--- src/design/assert_macros.svh ---
// Assertion macros shared by the colour key span finder RTL.
// Each macro samples on clock and is disabled while reset is high.
`ifndef ASSERT_MACROS_SVH
`define ASSERT_MACROS_SVH

// A condition that must hold at every clock edge.
`define ASSERT_ALWAYS(label, cond, msg) \
   label: assert property (@(posedge clock) disable iff (reset) (cond)) else $error(msg);

// A condition in one cycle requires another in the same cycle.
`define ASSERT_SAME(label, ante, cons, msg) \
   label: assert property (@(posedge clock) disable iff (reset) (ante) |-> (cons)) \
      else $error(msg);

// A condition in one cycle requires another in the following cycle.
`define ASSERT_NEXT(label, ante, cons, msg) \
   label: assert property (@(posedge clock) disable iff (reset) (ante) |=> (cons)) \
      else $error(msg);

`endif

--- src/design/ckspan_pkg.sv ---
// Package for the colour key span and neighbour finder.
// Holds the result event type, event kinds and register indexes; depends on nothing.
`default_nettype none

package ckspan_pkg;

   // Width of a colour and of the fixed result fields.
   localparam int COLOR_W = 24;
   localparam int POS_W   = 12;
   localparam int END_W   = 13;
   localparam int SIZE_W  = 13;

   // Result kinds.
   typedef enum logic {
      EV_SPAN     = 1'b0,
      EV_NEIGHBOR = 1'b1
   } ev_kind_type;

   // Register indexes (byte address divided by four).
   localparam logic [1:0] REG_KEY_COLOR    = 2'd0;
   localparam logic [1:0] REG_IMAGE_WIDTH  = 2'd1;
   localparam logic [1:0] REG_IMAGE_HEIGHT = 2'd2;

   // One result event as held in the result queue.
   typedef struct packed {
      ev_kind_type          kind;
      logic                 last;
      logic [POS_W-1:0]     span_row;
      logic [POS_W-1:0]     span_start;
      logic [END_W-1:0]     span_end;
      logic [COLOR_W-1:0]   neighbor_color;
   } event_type;

endpackage

`default_nettype wire

--- src/design/ckspan_evq.sv ---
// Result event queue: takes up to three events per cycle and releases one per cycle
// while out_ready is high. Depends on ckspan_pkg and assert_macros.svh.
`default_nettype none
`include "assert_macros.svh"

module ckspan_evq import ckspan_pkg::*; #(
   parameter int QDEPTH = 8   // power of two, at least 4
) (
   input  wire logic                 clock,
   input  wire logic                 reset,
   input  wire logic                 push_en,
   input  wire logic [2:0]           push_valid,
   input  wire event_type [2:0]      push_ent,
   output logic                      room,
   output logic                      out_valid,
   input  wire logic                 out_ready,
   output event_type                 out_ent
);

   localparam int AW = $clog2(QDEPTH);
   localparam int CW = AW + 1;

   event_type         q_mem [QDEPTH];
   logic [AW-1:0]     wr_ptr_ff, wr_ptr_in;
   logic [AW-1:0]     rd_ptr_ff, rd_ptr_in;
   logic [CW-1:0]     cnt_ff, cnt_in;
   logic [AW-1:0]     idx1, idx2;
   logic [1:0]        push_num;
   logic              pop;

   // Room for a full group of three events.
   assign room      = (cnt_ff <= CW'(QDEPTH - 3));
   assign out_valid = (cnt_ff != '0);
   assign out_ent   = q_mem[rd_ptr_ff];
   assign pop       = out_valid && out_ready;

   // Valid events are packed one after another from the write pointer.
   always_comb begin
      push_num  = push_en ? 2'(push_valid[0]) + 2'(push_valid[1]) + 2'(push_valid[2]) : 2'd0;
      idx1      = wr_ptr_ff + AW'(push_valid[0]);
      idx2      = idx1 + AW'(push_valid[1]);
      wr_ptr_in = wr_ptr_ff + AW'(push_num);
      rd_ptr_in = rd_ptr_ff + AW'(pop);
      cnt_in    = cnt_ff + CW'(push_num) - CW'(pop);
   end

   // Queue storage.
   always_ff @(posedge clock) begin
      if (push_en && push_valid[0]) q_mem[wr_ptr_ff] <= push_ent[0];
      if (push_en && push_valid[1]) q_mem[idx1]      <= push_ent[1];
      if (push_en && push_valid[2]) q_mem[idx2]      <= push_ent[2];
   end

   // Pointers and fill level.
   always_ff @(posedge clock) begin
      if (reset) begin
         wr_ptr_ff <= '0;
         rd_ptr_ff <= '0;
         cnt_ff    <= '0;
      end else begin
         wr_ptr_ff <= wr_ptr_in;
         rd_ptr_ff <= rd_ptr_in;
         cnt_ff    <= cnt_in;
      end
   end

   `ASSERT_ALWAYS(a_cnt_bound, cnt_ff <= CW'(QDEPTH), "result queue overfilled")
   `ASSERT_SAME(a_push_room, push_en && (push_valid != 3'b000), room, "push without room")
   `ASSERT_NEXT(a_pop_only, pop && !push_en, cnt_ff == $past(cnt_ff) - CW'(1), "bad pop count")

endmodule

`default_nettype wire

--- config.mk ---
export PLATFORM = sky130hd
export DESIGN_NAME = ckspan_evq
export DESIGN_NICKNAME = d
export VERILOG_FILES = /design/src/design/ckspan_pkg.sv /design/src/design/ckspan_evq.sv
export VERILOG_INCLUDE_DIRS = /design/src /design/src/design
export SDC_FILE = /design/constraint.sdc
export NUM_CORES = 1
export LEC_CHECK = 0
export BUFFER_PORTS_ARGS = -buffer_cell sky130_fd_sc_hd__buf_4
export CORE_UTILIZATION = 40
export DETAILED_ROUTE_END_ITERATION = 8
export GPL_ROUTABILITY_DRIVEN = 1
export HOLD_SLACK_MARGIN = 0.05
export MAX_ROUTING_LAYER = met4
export REMOVE_ABC_BUFFERS = 1
export SETUP_SLACK_MARGIN = 0.2
export SKIP_CTS_REPAIR_TIMING = 1
export SKIP_LAST_GASP = 1
export SYNTH_ARGS = -nofsm -noshare
export SYNTH_HDL_FRONTEND = slang
export SYNTH_SLANG_ARGS = --single-unit
--- constraint.sdc ---
create_clock -name clock -period 5.55 [get_ports clock]
set_input_delay 0.2775 -clock clock [delete_from_list [all_inputs] [get_ports clock]]
set_output_delay 0.2775 -clock clock [all_outputs]
set_load 0.1 [all_outputs]
==> flow_summary.json <==
{
  "min_path_type": "input port to register",
  "first_pass_iters": 5,
  "p_switching_mw": 5.379,
  "yosys_warnings": 0,
  "rsz0062_at_grt": "no",
  "cp_top_family": "simple AND/OR/NAND/NOR gates",
  "ctsRootBufferMaster": "clkbuf_16",
  "grt_max_degree": 88,
  "crit_top_cell": "ha_1",
  "cp_max_fo": 64,
  "power_leakage_nw": 11.99,
  "reg2reg_setup_slack_ps": 1820,
  "nets": 2582,
  "post-route-util": 0.4714,
  "path_cells": "ha_1 > ha_1 > nand4bb_4 > nand2b_4 > nand3_4 > buf_4",
  "r2r_start": "wr_ptr_ff[0]",
  "yosysTopAreaCellShare": 0.4816,
  "synth_edf_count": 504,
  "yosysSeqAreaShare": 0.4880,
  "netlist_top_cells_count": "mux2_2, edfxtp_1, o2bb2ai_1",
  "rows": 102,
  "p_comb_frac": 0.389,
  "grt_pass1_wl_um": 157000,
  "synth_top_cell_by_area": "edfxtp_1",
  "grt_pass1_vias": 23490,
  "wl_um": 108500,
  "drtIter0Drc": 1978,
  "fmax_ghz": 0.2678,
  "num_io_pins": 261,
  "htreeDepth": 2,
  "track_usage": 0.2765,
  "synth_cells": 2212,
  "reg2reg_depth": 6,
  "path_buf_inv": 1,
  "die_x_um": 282.3,
  "cp.depth": 6,
  "syn_area_um2": 31420,
  "cp-endpoint": "q_mem[4][16]",
  "holdCritStartpoint": "push_ent[158]",
  "grt_overflow": 0,
  "r2r-end": "q_mem[4][16]",
  "cp.arrival_ps": 3990,
  "skew_ps": 12.70,
  "dpl.hpwl_um": 59130,
  "synth.area.top_cells": "edfxtp_1, mux2_2, o2bb2ai_1",
  "clk_pin_slew_ps": 60,
  "antenna_found_initial": 11,
  "max_stage_delay_ps": 980,
  "clkSinkCount": 514,
  "timing_worst_setup_path_type": "register to register",
  "yosysMostFrequentCell": "mux2_2",
  "p_seq_frac": 0.342,
  "num_vias": 22110,
  "clk_latency_ps": 630,
  "fin_ws_ps": 1816,
  "placed_area_um2": 34080,
  "ys_ff_latch": 514,
  "switching_share": 0.3808,
  "async_flop_share": 0,
  "cp-startpoint": "wr_ptr_ff[0]",
  "ir_worst_vdd_uv": 353.0,
  "cp-end-kind": "register",
  "status": "complete, no violations",
  "via_per_inst": 6.371,
  "relSlewSlack": 0.2015,
  "synth_cell_types": 39,
  "die_area_um2": 79680,
  "die_y_um": 282.3,
  "drv_slew": 0,
  "cts_tree": "done",
  "period_share": 0.6728,
  "preCtsSetupSlack_ps": 1717,
  "cts_buffers": 58,
  "clkPwrFrac": 0.269,
  "clock_path_buffers": 3,
  "p_per_area_nw_per_um2": 386.2,
  "cpMaxStageDelayCell": "nand2b_4",
  "drv_cap": 0,
  "start_util": 0.4050,
  "hold_viol": 0,
  "area_delta_synth_final_pct": 16.40,
  "port_buffers": 260,
  "syn_area_per_cell_um2": 14.21,
  "ant_nets": 0,
  "coreArea_um2": 77590,
  "synth_ff_type": "edfxtp_1",
  "finalSetupViolCount": 0,
  "drive_above_1_share": 0.4580,
  "start_kind": "register",
  "p_int_mw": 8.747,
  "tightestPinTransition_ps": 1198,
  "final_area_um2": 36580,
  "place_congestion": 0.7854,
  "min_period_ps": 3734,
  "avgRoutedWirePerCell_um": 31.26,
  "drc_errors": 0,
  "worstPathRequired_ps": 5800
}
## cell type report
type	count	area, um2
timing repair buffer	372	3038
multi-input combinational	1414	14990
inverter	9	33.78
fill	6903	41020
tap	1040	1301
antenna	13	32.53
sequential	514	15350
clock inverter	30	192.7
clock buffer	78	1640
## power by group through the flow
stage / registers [mW] / logic, mW / clock network [mW]
after floorplan: 5.08 / 4.02 / 0
after global placement: 4.89 / 5.43 / 0
after detailed placement: 4.91 / 5.48 / 0
after CTS: 4.83 / 5.49 / 3.83
after global routing: 4.85 / 5.74 / 3.99
final: 4.83 / 5.50 / 3.80
## kinds of logic (layout without fill, tap and decap cells)
| family | after synthesis | after routing | share of synthesized area |
|---|---|---|---|
| multiplexers | 693 | 693 | 0.2935 |
| AND/OR/NAND/NOR | 183 | 183 | 0.02513 |
| AO/OA/AOI/OAI | 513 | 513 | 0.1427 |
| buffers and inverters | 284 | 489 | 0.03966 |
| XOR/XNOR | 8 | 8 | 0.003544 |
| adder cells (fa/ha/maj) | 17 | 17 | 0.007486 |
| flip-flops | 514 | 514 | 0.4880 |
| other | 0 | 13 | 0 |
## state kept, by name, indices dropped and copies added, names as in the netlist
name	flops
wr_ptr_ff	3
cnt_ff	4
rd_ptr_ff	3
q_mem	504
## placed cells by master, fill, tap and decap left out, types with 4 or more instances in the layout
master,n
mux2_2,561
o2bb2ai_1,504
edfxtp_1,504
buf_4,302
nand2_1,137
mux4_2,126
dlygate4sd3_1,63
clkbuf_16,61
ha_1,14
diode_2,13
clkinv_2,13
clkinv_1,13
clkbuf_1,12
inv_1,9
nor2_1,9
nor2b_1,8
dfxtp_1,7
buf_12,7
mux2_1,6
clkbuf_8,5
nand2b_4,4
nor2_4,4
or2_4,4
o211ai_1,4
xnor2_1,4
## per-stage QoR
step	hold slack [ps]	instances	total power [mW]	setup TNS (ps)
after floorplan	349.1	1937	9.102	-1189700
final	67.58	3470	14.13	0
after global placement	560.0	3286	10.33	0
after CTS	-90.53	3394	14.16	0
after global routing	53.60	3468	14.59	0
after detailed placement	568.1	3286	10.39	0
## worst reg2reg max path, stage by stage (launching register included)
cell	delay (ps)
dfxtp_1	340
ha_1	200
ha_1	340
nand4bb_4	750
nand2b_4	990
nand3_4	240
buf_4	500
## worst min path at each step
stage | endpoint | cells past startpoint
finish | q_mem[1][32] | 2
global route | q_mem[2][32] | 2
CTS | rd_ptr_ff[0] | 2
detailed placement | rd_ptr_ff[0] | 2
global placement | rd_ptr_ff[2] | 2
floorplan | cnt_ff[0] | 1
## metal layers
metal	routed length [um]	track usage
met5	0	-
met3	7977	0.04915
met2	53860	0.4531
met4	3426	0.1040
met1	43210	0.3405
Note: power is estimated with default switching activity, not from simulation.
